## src/hdl/rrct_pkg.sv

```systemverilog
// ----------------------------------------------------------------------------
// rrct_pkg
// shared constants and payload types for the round-robin completion times unit
// ----------------------------------------------------------------------------
package rrct_pkg;

  localparam int MAX_PROCS   = 16;
  localparam int TIME_BITS   = 20;
  localparam int ID_W        = 16;
  localparam int BURST_W     = 16;
  localparam int QUANTUM_W   = 16;
  localparam int IDX_W       = (MAX_PROCS > 1) ? $clog2(MAX_PROCS) : 1;
  localparam int CNT_W       = $clog2(MAX_PROCS + 1);
  localparam int SUM_W       = ((TIME_BITS > BURST_W) ? TIME_BITS : BURST_W) + 1;
  localparam int QUEUE_DEPTH = 2;
  localparam int QPTR_W      = $clog2(QUEUE_DEPTH);

  localparam logic [QUANTUM_W-1:0] QUANTUM_RESET = QUANTUM_W'(2);
  localparam logic [TIME_BITS-1:0] TIME_MAX      = {TIME_BITS{1'b1}};

  typedef struct packed {
    logic [ID_W-1:0]    proc_id;
    logic [BURST_W-1:0] burst;
    logic               last_proc;
  } in_item_t;

  typedef struct packed {
    logic [ID_W-1:0]      out_id;
    logic [BURST_W-1:0]   out_burst;
    logic [TIME_BITS-1:0] turnaround;
    logic [TIME_BITS-1:0] waiting;
    logic                 last_result;
  } out_item_t;

  typedef struct packed {
    logic [ID_W-1:0]    proc_id;
    logic [BURST_W-1:0] burst;
    logic               set_end;
  } queue_item_t;

endpackage

```

## src/hdl/rrct_front.sv

```systemverilog
// ----------------------------------------------------------------------------
// rrct_front
// accepts process requests and marks the request that closes a set
// ----------------------------------------------------------------------------
module rrct_front (
  input  logic                   clk,
  input  logic                   rst_n,
  input  logic                   in_valid,
  output logic                   in_stall,
  input  rrct_pkg::in_item_t     in_data,
  output logic                   push,
  output rrct_pkg::queue_item_t  push_data,
  input  logic                   queue_full
);

  logic [rrct_pkg::IDX_W-1:0] cnt_r;
  logic [rrct_pkg::IDX_W-1:0] cnt_nxt;
  logic                       set_end;

  assign in_stall = queue_full;
  assign push     = in_valid && !queue_full;
  assign set_end  = in_data.last_proc ||
                    (cnt_r == rrct_pkg::IDX_W'(rrct_pkg::MAX_PROCS - 1));

  assign push_data.proc_id = in_data.proc_id;
  assign push_data.burst   = in_data.burst;
  assign push_data.set_end = set_end;

  always_comb begin
    cnt_nxt = cnt_r;
    if (push) begin
      cnt_nxt = set_end ? '0 : cnt_r + 1'b1;
    end
  end

  always_ff @(posedge clk) begin
    if (!rst_n) begin
      cnt_r <= '0;
    end else begin
      cnt_r <= cnt_nxt;
    end
  end

endmodule

```

## src/hdl/rrct_queue.sv

```systemverilog
// ----------------------------------------------------------------------------
// rrct_queue
// short request queue between the front and the scheduler
// ----------------------------------------------------------------------------
module rrct_queue (
  input  logic                   clk,
  input  logic                   rst_n,
  input  logic                   push,
  input  rrct_pkg::queue_item_t  push_data,
  output logic                   full,
  input  logic                   pop,
  output logic                   not_empty,
  output rrct_pkg::queue_item_t  pop_data
);

  rrct_pkg::queue_item_t mem [rrct_pkg::QUEUE_DEPTH];

  logic [rrct_pkg::QPTR_W-1:0] wr_ptr_r, wr_ptr_nxt;
  logic [rrct_pkg::QPTR_W-1:0] rd_ptr_r, rd_ptr_nxt;
  logic [rrct_pkg::QPTR_W:0]   count_r, count_nxt;
  logic                        do_pop;

  assign full      = (count_r == (rrct_pkg::QPTR_W+1)'(rrct_pkg::QUEUE_DEPTH));
  assign not_empty = (count_r != '0);
  assign do_pop    = pop && not_empty;
  assign pop_data  = mem[rd_ptr_r];

  always_comb begin
    wr_ptr_nxt = push ? wr_ptr_r + 1'b1 : wr_ptr_r;
    rd_ptr_nxt = do_pop ? rd_ptr_r + 1'b1 : rd_ptr_r;
    count_nxt  = count_r;
    if (push && !do_pop) begin
      count_nxt = count_r + 1'b1;
    end else if (!push && do_pop) begin
      count_nxt = count_r - 1'b1;
    end
  end

  always_ff @(posedge clk) begin
    if (push) begin
      mem[wr_ptr_r] <= push_data;
    end
  end

  always_ff @(posedge clk) begin
    if (!rst_n) begin
      wr_ptr_r <= '0;
      rd_ptr_r <= '0;
      count_r  <= '0;
    end else begin
      wr_ptr_r <= wr_ptr_nxt;
      rd_ptr_r <= rd_ptr_nxt;
      count_r  <= count_nxt;
    end
  end

endmodule

```

## src/hdl/rrct_back.sv

```systemverilog
// ----------------------------------------------------------------------------
// rrct_back
// process store, round-robin time slicing and result delivery
// ----------------------------------------------------------------------------
module rrct_back (
  input  logic                                clk,
  input  logic                                rst_n,
  input  logic                                cfg_valid,
  input  logic [rrct_pkg::QUANTUM_W-1:0]      cfg_data,
  input  logic                                q_not_empty,
  input  rrct_pkg::queue_item_t               q_data,
  output logic                                q_pop,
  output logic                                out_valid,
  input  logic                                out_stall,
  output rrct_pkg::out_item_t                 out_data
);

  localparam logic [1:0] ST_LOAD = 2'd0;
  localparam logic [1:0] ST_RUN  = 2'd1;
  localparam logic [1:0] ST_EMIT = 2'd2;

  logic [rrct_pkg::ID_W-1:0]      id_mem     [rrct_pkg::MAX_PROCS];
  logic [rrct_pkg::BURST_W-1:0]   burst_mem  [rrct_pkg::MAX_PROCS];
  logic [rrct_pkg::BURST_W-1:0]   rem_mem    [rrct_pkg::MAX_PROCS];
  logic [rrct_pkg::TIME_BITS-1:0] finish_mem [rrct_pkg::MAX_PROCS];

  logic [1:0]                       state_r, state_nxt;
  logic [rrct_pkg::QUANTUM_W-1:0]   quantum_r;
  logic [rrct_pkg::CNT_W-1:0]       loaded_r, loaded_nxt;
  logic [rrct_pkg::CNT_W-1:0]       finished_r, finished_nxt;
  logic [rrct_pkg::IDX_W-1:0]       visit_r, visit_nxt;
  logic [rrct_pkg::TIME_BITS-1:0]   elapsed_r, elapsed_nxt;
  logic                             out_valid_r, out_valid_nxt;
  rrct_pkg::out_item_t              out_r;

  logic [rrct_pkg::IDX_W-1:0]       load_idx;
  logic [rrct_pkg::IDX_W-1:0]       rd_idx;
  logic [rrct_pkg::ID_W-1:0]        rd_id;
  logic [rrct_pkg::BURST_W-1:0]     rd_burst;
  logic [rrct_pkg::BURST_W-1:0]     rd_rem;
  logic [rrct_pkg::TIME_BITS-1:0]   rd_finish;
  logic [rrct_pkg::QUANTUM_W-1:0]   q_eff;
  logic [rrct_pkg::BURST_W-1:0]     slice;
  logic [rrct_pkg::BURST_W-1:0]     rem_new;
  logic [rrct_pkg::SUM_W-1:0]       sum;
  logic [rrct_pkg::TIME_BITS-1:0]   elapsed_sat;
  logic [rrct_pkg::CNT_W-1:0]       visit_inc;
  logic [rrct_pkg::TIME_BITS-1:0]   burst_ext;
  logic                             all_done;
  logic                             run_step;
  logic                             out_load;
  logic                             emit_last;
  rrct_pkg::out_item_t              emit_item;

  assign load_idx  = loaded_r[rrct_pkg::IDX_W-1:0];
  assign rd_idx    = visit_r;
  assign rd_id     = id_mem[rd_idx];
  assign rd_burst  = burst_mem[rd_idx];
  assign rd_rem    = rem_mem[rd_idx];
  assign rd_finish = finish_mem[rd_idx];

  assign q_pop     = (state_r == ST_LOAD);
  assign all_done  = (finished_r == loaded_r);
  assign run_step  = (state_r == ST_RUN) && !all_done;
  assign out_load  = (state_r == ST_EMIT) && (!out_valid_r || !out_stall);
  assign visit_inc = rrct_pkg::CNT_W'(visit_r) + rrct_pkg::CNT_W'(1);
  assign emit_last = (visit_inc == loaded_r);

  // one time slice for the visited process
  assign q_eff       = (quantum_r == '0) ? rrct_pkg::QUANTUM_W'(1) : quantum_r;
  assign slice       = (rd_rem >= q_eff) ? q_eff : rd_rem;
  assign rem_new     = rd_rem - slice;
  assign sum         = rrct_pkg::SUM_W'(elapsed_r) + rrct_pkg::SUM_W'(slice);
  assign elapsed_sat = (sum > rrct_pkg::SUM_W'(rrct_pkg::TIME_MAX)) ?
                       rrct_pkg::TIME_MAX : sum[rrct_pkg::TIME_BITS-1:0];

  assign burst_ext = rrct_pkg::TIME_BITS'(rd_burst);

  always_comb begin
    emit_item.out_id      = rd_id;
    emit_item.out_burst   = rd_burst;
    emit_item.turnaround  = rd_finish;
    emit_item.waiting     = (rd_finish >= burst_ext) ? rd_finish - burst_ext : '0;
    emit_item.last_result = emit_last;
  end

  always_comb begin
    state_nxt     = state_r;
    loaded_nxt    = loaded_r;
    finished_nxt  = finished_r;
    visit_nxt     = visit_r;
    elapsed_nxt   = elapsed_r;
    out_valid_nxt = out_valid_r;
    if (out_valid_r && !out_stall) begin
      out_valid_nxt = 1'b0;
    end
    unique case (state_r)
      ST_LOAD: begin
        if (q_not_empty) begin
          loaded_nxt = loaded_r + 1'b1;
          if (q_data.burst == '0) begin
            finished_nxt = finished_r + 1'b1;
          end
          if (q_data.set_end) begin
            state_nxt   = ST_RUN;
            visit_nxt   = '0;
            elapsed_nxt = '0;
          end
        end
      end
      ST_RUN: begin
        if (all_done) begin
          state_nxt = ST_EMIT;
          visit_nxt = '0;
        end else begin
          if (rd_rem != '0) begin
            elapsed_nxt = elapsed_sat;
            if (rem_new == '0) begin
              finished_nxt = finished_r + 1'b1;
            end
          end
          visit_nxt = (visit_inc >= loaded_r) ? '0 : visit_r + 1'b1;
        end
      end
      ST_EMIT: begin
        if (out_load) begin
          out_valid_nxt = 1'b1;
          if (emit_last) begin
            state_nxt    = ST_LOAD;
            loaded_nxt   = '0;
            finished_nxt = '0;
            visit_nxt    = '0;
            elapsed_nxt  = '0;
          end else begin
            visit_nxt = visit_r + 1'b1;
          end
        end
      end
      default: begin
        state_nxt = ST_LOAD;
      end
    endcase
  end

  always_ff @(posedge clk) begin
    if ((state_r == ST_LOAD) && q_not_empty) begin
      id_mem[load_idx]    <= q_data.proc_id;
      burst_mem[load_idx] <= q_data.burst;
      rem_mem[load_idx]   <= q_data.burst;
      if (q_data.burst == '0) begin
        finish_mem[load_idx] <= '0;
      end
    end else if (run_step && (rd_rem != '0)) begin
      rem_mem[visit_r] <= rem_new;
      if (rem_new == '0) begin
        finish_mem[visit_r] <= elapsed_sat;
      end
    end
  end

  always_ff @(posedge clk) begin
    if (out_load) begin
      out_r <= emit_item;
    end
  end

  always_ff @(posedge clk) begin
    if (!rst_n) begin
      state_r     <= ST_LOAD;
      quantum_r   <= rrct_pkg::QUANTUM_RESET;
      loaded_r    <= '0;
      finished_r  <= '0;
      visit_r     <= '0;
      elapsed_r   <= '0;
      out_valid_r <= 1'b0;
    end else begin
      state_r     <= state_nxt;
      loaded_r    <= loaded_nxt;
      finished_r  <= finished_nxt;
      visit_r     <= visit_nxt;
      elapsed_r   <= elapsed_nxt;
      out_valid_r <= out_valid_nxt;
      if (cfg_valid) begin
        quantum_r <= cfg_data;
      end
    end
  end

  assign out_valid = out_valid_r;
  assign out_data  = out_r;

endmodule

```

## src/hdl/round_robin_completion_times_unit.sv

```systemverilog
// ----------------------------------------------------------------------------
// round_robin_completion_times_unit
// loads a set of processes, runs round-robin time slicing and reports
// turnaround and waiting time for each process in load order
// ----------------------------------------------------------------------------
//  channel | handshake            | payload
//  --------+----------------------+----------------------------------------
//  in      | in_valid / in_stall  | in_data   (proc_id, burst, last_proc)
//  out     | out_valid / out_stall| out_data  (id, burst, turnaround,
//          |                      |            waiting, last_result)
//  cfg     | cfg_valid / cfg_ready| cfg_data  (quantum)
//
// loading takes one request per cycle through a two-entry queue unless in_stall
// is high; scheduling walks the round-robin order, finished processes included;
// results then leave one per cycle while out_stall is low
// rst_n is synchronous and clears all control state; quantum returns to 2
// out_stall holds the result register; the queue takes up to two more
// requests, then in_stall rises
// ----------------------------------------------------------------------------
module round_robin_completion_times_unit (
  input  logic                             clk,
  input  logic                             rst_n,
  input  logic                             in_valid,
  output logic                             in_stall,
  input  rrct_pkg::in_item_t               in_data,
  output logic                             out_valid,
  input  logic                             out_stall,
  output rrct_pkg::out_item_t              out_data,
  input  logic                             cfg_valid,
  output logic                             cfg_ready,
  input  logic [rrct_pkg::QUANTUM_W-1:0]   cfg_data
);

  logic                  push;
  rrct_pkg::queue_item_t push_data;
  logic                  queue_full;
  logic                  pop;
  logic                  not_empty;
  rrct_pkg::queue_item_t pop_data;

  assign cfg_ready = 1'b1;

  rrct_front u_front (
    .clk        (clk),
    .rst_n      (rst_n),
    .in_valid   (in_valid),
    .in_stall   (in_stall),
    .in_data    (in_data),
    .push       (push),
    .push_data  (push_data),
    .queue_full (queue_full)
  );

  rrct_queue u_queue (
    .clk       (clk),
    .rst_n     (rst_n),
    .push      (push),
    .push_data (push_data),
    .full      (queue_full),
    .pop       (pop),
    .not_empty (not_empty),
    .pop_data  (pop_data)
  );

  rrct_back u_back (
    .clk         (clk),
    .rst_n       (rst_n),
    .cfg_valid   (cfg_valid),
    .cfg_data    (cfg_data),
    .q_not_empty (not_empty),
    .q_data      (pop_data),
    .q_pop       (pop),
    .out_valid   (out_valid),
    .out_stall   (out_stall),
    .out_data    (out_data)
  );

endmodule
```

## config.mk

```make
export PLATFORM = sky130hd
export DESIGN_NAME = round_robin_completion_times_unit
export DESIGN_NICKNAME = d
export VERILOG_FILES = /design/src/hdl/rrct_pkg.sv /design/src/hdl/rrct_front.sv /design/src/hdl/rrct_queue.sv /design/src/hdl/rrct_back.sv /design/src/hdl/round_robin_completion_times_unit.sv
export SDC_FILE = /design/constraint.sdc
export NUM_CORES = 1
export LEC_CHECK = 0
export BUFFER_PORTS_ARGS = -buffer_cell sky130_fd_sc_hd__buf_4
export CELL_PAD_IN_SITES_DETAIL_PLACEMENT = 0
export CELL_PAD_IN_SITES_GLOBAL_PLACEMENT = 1
export CORE_UTILIZATION = 30
export DETAILED_ROUTE_END_ITERATION = 8
export HOLD_SLACK_MARGIN = 0.06
export PLACE_DENSITY = 0.51
export SLEW_MARGIN = 20
export SYNTH_ARGS = -nofsm -noshare
export SYNTH_HDL_FRONTEND = slang
export SYNTH_SLANG_ARGS = --single-unit
```

## constraint.sdc

```tcl
create_clock -name clk -period 12.7 [get_ports clk]
set_input_delay 0.635 -clock clk [delete_from_list [all_inputs] [get_ports clk]]
set_output_delay 0.635 -clock clk [all_outputs]
set_load 0.005 [all_outputs]
```

Word-level counts from Yosys, hierarchy flattened
Memory sizes are Yosys's and may differ from the RTL's. A register that Yosys moved wholly into a read port is not among the register bits.
Index checks and enable logic that the tools add are counted.
{"block": "word_totals", "mem_bits_rw": 1154, "out_inout_bits": 76, "word_cells": 150, "memories": 5, "reg_bits": 118, "input_bits": 54}
{"block": "classes", "eq_ne": 15, "add_sub_neg": 12, "n_lt_le_gt_ge": 4, "mux": 67, "reduce_logical": 32}
{"name": "u_back.finish_mem", "depth": 16, "width": 20, "rd": 1, "rd_clocked_by_memory_dff": 1, "write_ports": 1, "line": "rrct_back.sv:25", "text": "logic [rrct_pkg::TIME_BITS-1:0] finish_mem [rrct_pkg::MAX_PROCS];"}
{"name": "u_back.burst_mem", "depth": 16, "width": 16, "rd": 1, "rd_clocked_by_memory_dff": 1, "write_ports": 1, "line": "rrct_back.sv:23", "text": "logic [rrct_pkg::BURST_W-1:0] burst_mem [rrct_pkg::MAX_PROCS];"}
{"name": "u_back.id_mem", "depth": 16, "width": 16, "rd": 1, "rd_clocked_by_memory_dff": 1, "write_ports": 1, "line": "rrct_back.sv:22", "text": "logic [rrct_pkg::ID_W-1:0] id_mem [rrct_pkg::MAX_PROCS];"}
{"name": "u_back.rem_mem", "depth": 16, "width": 16, "rd": 1, "rd_clocked_by_memory_dff": 1, "write_ports": 1, "line": "rrct_back.sv:24", "text": "logic [rrct_pkg::BURST_W-1:0] rem_mem [rrct_pkg::MAX_PROCS];"}
{"name": "u_queue.mem", "depth": 2, "width": 33, "rd": 1, "rd_clocked_by_memory_dff": 1, "write_ports": 1, "line": "rrct_queue.sv:16", "text": "rrct_pkg::queue_item_t mem [rrct_pkg::QUEUE_DEPTH];"}
{"operator": "$mux 20", "n": 8}
{"operator": "$mux 4", "n": 15}
{"operator": "$pmux 20 s3", "n": 1}
{"operator": "$logic_not 16->1", "n": 3}
{"operator": "$mux 16", "n": 3}
{"operator": "$mux 5", "n": 8}
{"operator": "$add 20x16->21", "n": 1}
{"operator": "$gt 21x20->1 const B", "n": 1}
{"operator": "$mux 1", "n": 21}
{"operator": "$ge 20x16->1", "n": 1}
{"operator": "$reduce_or 20->1", "n": 1}
{"operator": "$sub 20x16->20", "n": 1}
{"operator": "$ge 16x16->1", "n": 1}
{"operator": "$reduce_bool 16->1", "n": 1}
{"operator": "$reduce_or 16->1", "n": 1}
{"operator": "$sub 16x16->16", "n": 1}
{"operator": "$pmux 5 s3", "n": 1}
{"operator": "$mux 2", "n": 7}
{"operator": "$ne 2x1->1 const B", "n": 6}
{"operator": "$pmux 4 s3", "n": 1}
{"operator": "$add 5x1->5 const B", "n": 2}
{"operator": "$eq 5x5->1", "n": 2}
{"operator": "$pmux 5 s2", "n": 1}
{"operator": "$add 4x1->4 const B", "n": 2}
{"operator": "other kinds (20)", "n": 40}

Logic depth before layout (Yosys ltp)
Gate-level depths: netlist (run 1).
{"block": "logic_depth", "ltp_word": 12, "depth_mapped": 26, "ltp_nobuf": 22}

By module
Synthesis (run 1) repeated with hierarchy kept, for this count alone.
{"block": "unflattened", "cells_unflattened": 2775, "hier_area_um2": 52680.5}
{"mod": "rrct_back", "area_each_um2": 49610.1, "seq_area_each_um2": 36004.5, "cells_per_inst": 2589, "instances": 1}
{"mod": "rrct_queue", "area_each_um2": 2593.7, "seq_area_each_um2": 2082.0, "cells_per_inst": 125, "instances": 1}
{"mod": "rrct_front", "area_each_um2": 465.4, "seq_area_each_um2": 80.1, "cells_per_inst": 59, "instances": 1}
{"mod": "round_robin_completion_times_unit", "area_each_um2": 11.3, "seq_area_each_um2": 0.0, "cells_per_inst": 2, "instances": 1}

Worst setup path after synthesis (run 1)
Ideal clock, no wire load.
{"block": "synth_timing", "path_type": "register to register", "from": "register with a tool-made name", "to": "memory u_back.finish_mem[1][0] (netlist bit), enable pin", "required_time_ps": 12270, "setup_time_ps": 430, "arrival_time_ps": 7448, "path_stages_with_launch": 24, "slack_ps": 4822, "path_buffers": 3, "cell_sequence": "dfxtp_1 buf_4 buf_2 mux4_2 a22oi_1 nand2_1 ha_1 nand4_1 nor3_1 o211ai_1 o211ai_1 clkbuf_1 mux2_2 ha_1 fa_1 nor2b_1 o31ai_2 a21oi_1 o21ai_0 a2111oi_0 o2111ai_1 nor3_1 o2111ai_1 o32ai_1"}
{"item": "to (decl)", "line": "rrct_back.sv:25"}

==> results of run 1 <==
[area by class of cell]
cell class	instances	area, sq um
diodes	3	7.51
flip-flops and latches	1293	38200
repair buffers	236	1870
inverters	90	338
clock inverters	75	828
clock buffers	181	3790
fillers	16047	112000
multi-input cells	1227	13900
well taps	2325	2910
[cells in the final DEF (no fill, tap or decap), types with 9 or more instances in the layout]
cell	netlist	routed
a211oi_1	12	12
a21boi_0	22	22
a21o_1	16	16
a21oi_1	60	51
a21oi_2	0	9
a22oi_1	29	29
a31oi_1	11	11
and2_1	12	12
and3_1	11	10
buf_4	5	202
bufinv_16	0	14
clkbuf_1	71	34
clkbuf_16	0	146
clkinv_1	1	25
clkinv_2	0	18
dfxtp_1	66	58
dlygate4sd3_1	0	32
edfxtp_1	1227	1227
ha_1	81	81
inv_1	89	89
mux2_2	37	37
mux2i_1	43	38
mux4_2	324	324
nand2_1	87	87
nand2b_1	11	11
nand3_1	15	15
nand4_1	10	10
nor2_1	138	111
nor2_2	1	11
nor2_4	0	17
nor2b_1	37	36
nor3_1	24	24
nor4_1	12	12
o21a_1	15	15
o21ai_0	39	39
or2_2	11	11
or3_1	21	21
xnor2_1	24	24
xor2_1	18	18
[path summary, 6_finish.rpt]
check / startpoint / end / slack (ps) / cells past startpoint
worst min register to register: u_back.elapsed_r[14] / u_back.elapsed_r[14] / 470 / 2
worst min-delay path: in_data[11] / u_queue.mem[1][11] / 120 / 1
worst max-delay path: flop / u_back.finish_mem[0][16] / 3310 / 23
worst max register to register: flop / u_back.finish_mem[0][16] / 3310 / 23
[metal layers]
layer	track usage, %	up-vias
li1	-	11674
met1	20.3	14176
met2	26.5	617
met3	2.75	184
met4	5.34	2
met5	0	-
[stage by stage]
| step | power [mW] | setup slack (ps) | std cells | utilization [%] |
|---|---|---|---|---|
| after floorplan | 7.03 | 4820 | 2733 | - |
| after global placement | 7.95 | 2950 | 5139 | 32.7 |
| after detailed placement | 8.01 | 3290 | 5139 | 32.7 |
| after CTS | 12.1 | 3230 | 5427 | 35.5 |
| after global routing | 12.6 | 2650 | 5428 | 35.5 |
| final | 12.0 | 3310 | 5430 | 35.5 |
[flip-flops by register name, summed over array words and instances (netlist names), named ones only]
signal / cells
u_front.cnt_r: 4
u_back.burst_mem: 256
u_queue.count_r: 2
u_back.out_valid: 1
u_queue.rd_ptr_r: 1
u_back.state_r: 2
u_back.loaded_r: 5
u_back.finish_mem: 320
u_queue.wr_ptr_r: 1
u_queue.mem: 66
u_back.finished_r: 5
u_back.elapsed_r: 20
u_back.rem_mem: 256
u_back.out_data: 73
u_back.rd_idx: 4
u_back.quantum_r: 16
u_back.id_mem: 256
[where the power goes]
part	switching (mW)	total, mW	internal (mW)
combinational	1.72	2.62	0.898
sequential	0.0904	5.30	5.21
clock	1.68	4.09	2.41
total	3.49	12.0	8.52
[logic make-up (layout without fill, tap and decap cells)]
family	count (synthesis)	after routing	share of synthesized area (%)
simple gates	415	415	3.85
compound gates	280	280	3.71
buf+inv	213	582	1.66
xor+xnor	42	42	0.699
mux	405	405	15.5
fa+ha+maj	84	84	2.04
flops	1293	1293	72.5
other cells	1	4	0.00713
[cells in the mapped netlist (all sizes together) (10+ instances only)]
master / n
edfxtp: 1227
and2: 14
a22oi: 29
nand2b: 11
inv: 89
o21ai: 41
o31ai: 11
ha: 81
nor2: 139
nand3: 16
or3: 22
nor4: 12
o21a: 15
nand2: 87
a21oi: 60
dfxtp: 66
a31oi: 11
nand4: 10
buf: 51
mux4: 324
mux2i: 44
xor2: 18
mux2: 37
a21o: 16
or2: 12
a211oi: 12
a21boi: 22
nor2b: 37
nor3: 24
clkbuf: 72
xnor2: 24
and3: 11
[critical path, stage by stage (launching register included)]
cell	delay, ps
dfxtp_4	810
buf_4	610
mux4_2	570
a22oi_1	230
nand2_1	190
ha_1	350
a21oi_1	140
o21ai_0	110
a2111oi_0	580
o211ai_1	500
buf_4	340
mux2_2	300
ha_1	240
fa_1	460
nor2b_1	240
o31ai_2	110
a21oi_1	160
o21ai_0	120
a2111oi_0	480
o2111ai_1	260
or4_2	960
or3_4	520
o32ai_4	210
buf_4	420
==> results by group, run 1 <==
Clock tree
  – Clk buf depth: 3
  – PostCTS Resize Cnt: 0
  – TritonCTS clock tree: built
  – Clk_lat worst skew: between 700 and 800 ps
  – Worst-path clk slew: 50 ps
  – Clock Sinks: approximately 1,300
  – Setup bufs post-CTS: 0
  – Clock root buffer: clkbuf_16
  – Cts hold-fix bufs: 32
  – H-tree depth: 4
  – TritonCTS Buffers: ~140

Timing
  – Max Slew Vio Count: 0
  – Worst slew pin tran: around 1200 ps
  – Hold Fails Final Rpt: 0
  – Post-route setup TNS: 0 ps
  – Crit path time final: around 9400 ps
  – Slew margin rel.: a little under a fifth
  – Finish-stage setup viols: 0
  – RSZ-0062 raised after global routing: no
  – Tcrit/Tclk final: between 70% and 80%
  – Hold WS: ~120 ps
  – Clock skew: between 40 and 50 ps
  – Fmax: around 110 MHz

Die
  – Die boundary height: ~420 um
  – Initial Util: 30.2%
  – Die X: roughly 420 um
  – DIE AREA: around 0.18 sq mm
  – # rows: roughly 150
  – Core area: between 0.15 and 0.2 sq mm
  – Ports: between 100 and 150

Route
  – Total wire length: ~140,000 um
  – DRT iter0 DRCs: roughly 2,100
  – DRC Markers: 0
  – WL met2: 69,200 um
  – Pre-antenna DRT Iters: 5
  – Uppermost routed layer: met5
  – Via density per instance: 4.91
  – ANT nets after route: 0
  – DR vias: 26,653
  – DR WL/cell: roughly 25 um
  – Met3 routed WL: roughly 5800 um
  – Wl on met1: between 50,000 and 60,000 um

Global routing
  – Grt ovf: 0
  – Total global routing track utilization: between 10% and 20%
  – Antenna violations before repair: 6
  – Largest net degree at the start of global routing: 95
  – First-pass GRT wire length: ~200,000 um
  – Vias in the first global route: between 20,000 and 30,000

Synth
  – Seq cells post-synth: ~1,300
  – Post-synth EDFFs: approximately 1,200
  – Syn nets: 2,871
  – Synth top area cells: edfxtp_1, mux4_2, dfxtp_1, ha_1, nor2_1
  – Synth cell types: slightly above 80
  – Yosys top cell area share: approximately 70%
  – Syn Area/Cell: 19.3 sq um
  – Syn Std Cell Area: approximately 0.053 sq mm
  – Dominant cell type by area after synthesis: edfxtp_1
  – Yosys warnings: 0
  – Register area share after synthesis: ~73%
  – Main synth FF type: edfxtp_1
  – Asr flop ratio synth: 0%
  – Post-Synthesis Cells: between 2,000 and 3,000

Layout
  – Nets: between 3,000 and 4,000
  – Share of layout cells above drive strength 1: between 20% and 30%
  – Post-Layout Inst Area: between 0.06 and 0.07 sq mm
  – Area grow syn2layout: 17.5%

Place
  – DP Area: 0.0568 sq mm
  – Gp weighted congestion: 0.778
  – IO Port Bufs: ~130
  – HPWL reported at the end of detailed placement: 81,700 um

Worst setup path
  – Endpoint type of the worst setup path: flop
  – CP startpoint kind: flop
  – Critical path type: reg2reg
  – Worst EP required: roughly 13,000 ps
  – Worst path arrival time: 9790 ps
  – CP Max Fanout: 34

Power and ir drop
  – Power density of the placed cells: a little under 200 mW/mm^2
  – Leakage power: about 19 nW
  – Max rail drop VDD: 0.0955 mV

Min path
  – Min-Delay Path Class: in2reg

Flow run
  – Max_cap viols: 0

Status
  – Status: finished, final reports clean
Note: power is estimated with default switching activity, not from simulation.
==> run 2: changes to the inputs <==
==> constraint.sdc (replaced) <==
create_clock -name clk -period 9.3 [get_ports clk]
set_input_delay 0.465 -clock clk [delete_from_list [all_inputs] [get_ports clk]]
set_output_delay 0.465 -clock clk [all_outputs]
set_load 0.005 [all_outputs]
==> results by group, run 2 (synthesis gave the netlist of run 1 again) <==
Place
  – Gp weighted congestion: 0.814
  – IO Port Bufs: between 100 and 150
  – Placed cell count: between 5,000 and 6,000
  – HPWL reported at the end of detailed placement: roughly 84,000 um

Power and ir drop
  – Leakage power: roughly 20 nW
  – Power density of the placed cells: 263 mW/mm^2
  – Max rail drop VDD: 0.147 mV
  – Pwr Total: 16.3 mW

Worst setup path
  – Worst path top cell family by delay: compound AO/OA/AOI/OAI gates
  – Crit path buf inv count: 2
  – CP Max Fanout: 36
  – CP Cell Sequence: mux4_2, a22oi_1, nand2_1, ha_1, nand4_1, nor3_1, o211ai_1, o211ai_1, buf_4, mux2_2, ha_1, fa_1, nor2b_1, o31ai_2, a21oi_1, o21ai_0, a2111oi_0, o2111ai_1, or4_1, or3_4, o32ai_4, buf_4
  – Max stage delay cell, worst path: dfxtp_4
  – Worst EP required: just under 10,000 ps
  – Slowest cell delay on critical path: about 820 ps
  – Worst path arrival time: ~8700 ps
  – Endpoint type of the worst setup path: flop
  – Critical path type: reg2reg
  – CP startpoint kind: flop

Timing
  – Hold WS: ~170 ps
  – Crit path time final: a little over 8000 ps
  – RSZ-0062 raised after global routing: no
  – Max Slew Vio Count: 0
  – Post-route setup TNS: 0 ps
  – Tcrit/Tclk final: between 80% and 90%
  – Slew margin rel.: around 23%
  – Clock skew: roughly 28 ps
  – Finish-stage setup viols: 0
  – Fmax: 121 MHz
  – Worst slew pin tran: 1160 ps
  – Hold Fails Final Rpt: 0

Min path
  – Min-Delay Path Class: in2reg

Clock tree
  – Worst-path clk slew: around 60 ps
  – Clk_lat worst skew: between 700 and 800 ps
  – TritonCTS clock tree: built
  – TritonCTS Buffers: approximately 140
  – Setup bufs post-CTS: 0
  – H-tree depth: 4
  – Clk buf depth: 3
  – Clock root buffer: clkbuf_16
  – Clock Sinks: approximately 1,300

Layout
  – Nets: ~3,200
  – Max reg flops: between 300 and 400
  – Most common cell after layout, fill and taps aside: edfxtp_1
  – Largest Register: u_back.finish_mem
  – Final Non-Filler Cells: 5,475
  – Core Util, Final: between 30% and 40%
  – Share of layout cells above drive strength 1: a little over a quarter
  – Area grow syn2layout: 18.1%
  – Most frequent cells in the layout: edfxtp_1, mux4_2, buf_4, clkbuf_16, nor2_1

Global routing
  – Largest net degree at the start of global routing: 67
  – Vias in the first global route: between 20,000 and 30,000
  – Total global routing track utilization: 15.9%
  – Met1 Resource Use GR: between 20% and 30%
  – Grt ovf: 0
  – GR peak layer: met2
  – GR Layer Usage met2: 26.8%
  – First-pass GRT wire length: 201,000 um
  – Antenna violations before repair: 5
  – Met3 Use GR: around 2.8%

Status
  – Status: finished, final reports clean

Route
  – Via density per instance: between 4 and 5
  – DRC Markers: 0
  – ANT nets after route: 0
  – DRT iter0 DRCs: roughly 2,300
  – DR vias: between 20,000 and 30,000
  – DR WL/cell: 25.5 um
  – Total wire length: between 100,000 and 150,000 um
  – Pre-antenna DRT Iters: 6

Die
  – DIE AREA: approximately 0.18 sq mm
  – Ports: 130
  – Die X: between 400 and 500 um
  – # rows: ~150
  – Die boundary height: roughly 420 um
  – Initial Util: 30.2%
  – Core area: 0.174 sq mm

Flow run
  – Max_cap viols: 0
## run 2: cell types whose count changed in the layout (fill, tap and decap cells not counted), sizes merged
cell and change:
buf +22, inv -3, clkbuf -1, clkinvlp -3, clkinv +13, diode +1, dlygate4sd3 +19, bufinv -3
## run 2: worst min-delay path, delay by kind of cell
kind	cells	cell delay, ps
buffers and inverters	1	200
muxes	1	170
and+or+nand+nor	1	50
## run 2: path summary, 6_finish.rpt
kind                                    to            startpoint  depth (start not counted)  slack [ps]
hold reg to reg       u_back.elapsed_r[12]  u_back.elapsed_r[12]                          2         470
setup / recovery  u_back.finish_mem[0][13]                  flop                         22        1010
hold / removal         u_back.quantum_r[3]             cfg_valid                          3         170
setup reg to reg  u_back.finish_mem[0][13]                  flop                         22        1010
## run 2: routing by layer
layer	share of wire, %	routed length, um
met4	2.6	3570
met2	50	69300
met1	44	61100
met3	4.2	5850
met5	0.0093	13
## run 2: timing repair
item                                   CTS  global route
setup endpoints to repair                0             0
endpoints found under the hold margin   83             0
resized for setup                        0             0
hold buffers                            51             0
## run 2: stage by stage
stage / instance area [sq um] / setup slack [ps]
2_1_floorplan: 52600 / 1420
3_3_place_gp: 56900 / 906
3_5_place_dp: 57000 / 861
4_1_cts: 62100 / 801
5_1_grt: 62200 / 219
6_report: 62200 / 1010
## run 2: final cells by class
type                            count  area (sq um)
Fill cell                       16055        112000
Clock inverter                     79           744
Antenna cell                        4          10.0
Multi-Input combinational cell   1227         13900
Sequential cell                  1293         38200
Timing Repair Buffer              277          2250
Tap cell                         2325          2910
Inverter                           90           338
Clock buffer                      180          3820
## run 2: power breakdown
group / switching [mW] / leakage [nW] / internal, mW / total [mW]
combinational: 2.35 / 5.83 / 1.22 / 3.57
sequential: 0.133 / 11.8 / 7.12 / 7.25
clock: 2.29 / 2.23 / 3.22 / 5.52
total: 4.78 / 19.8 / 11.6 / 16.3
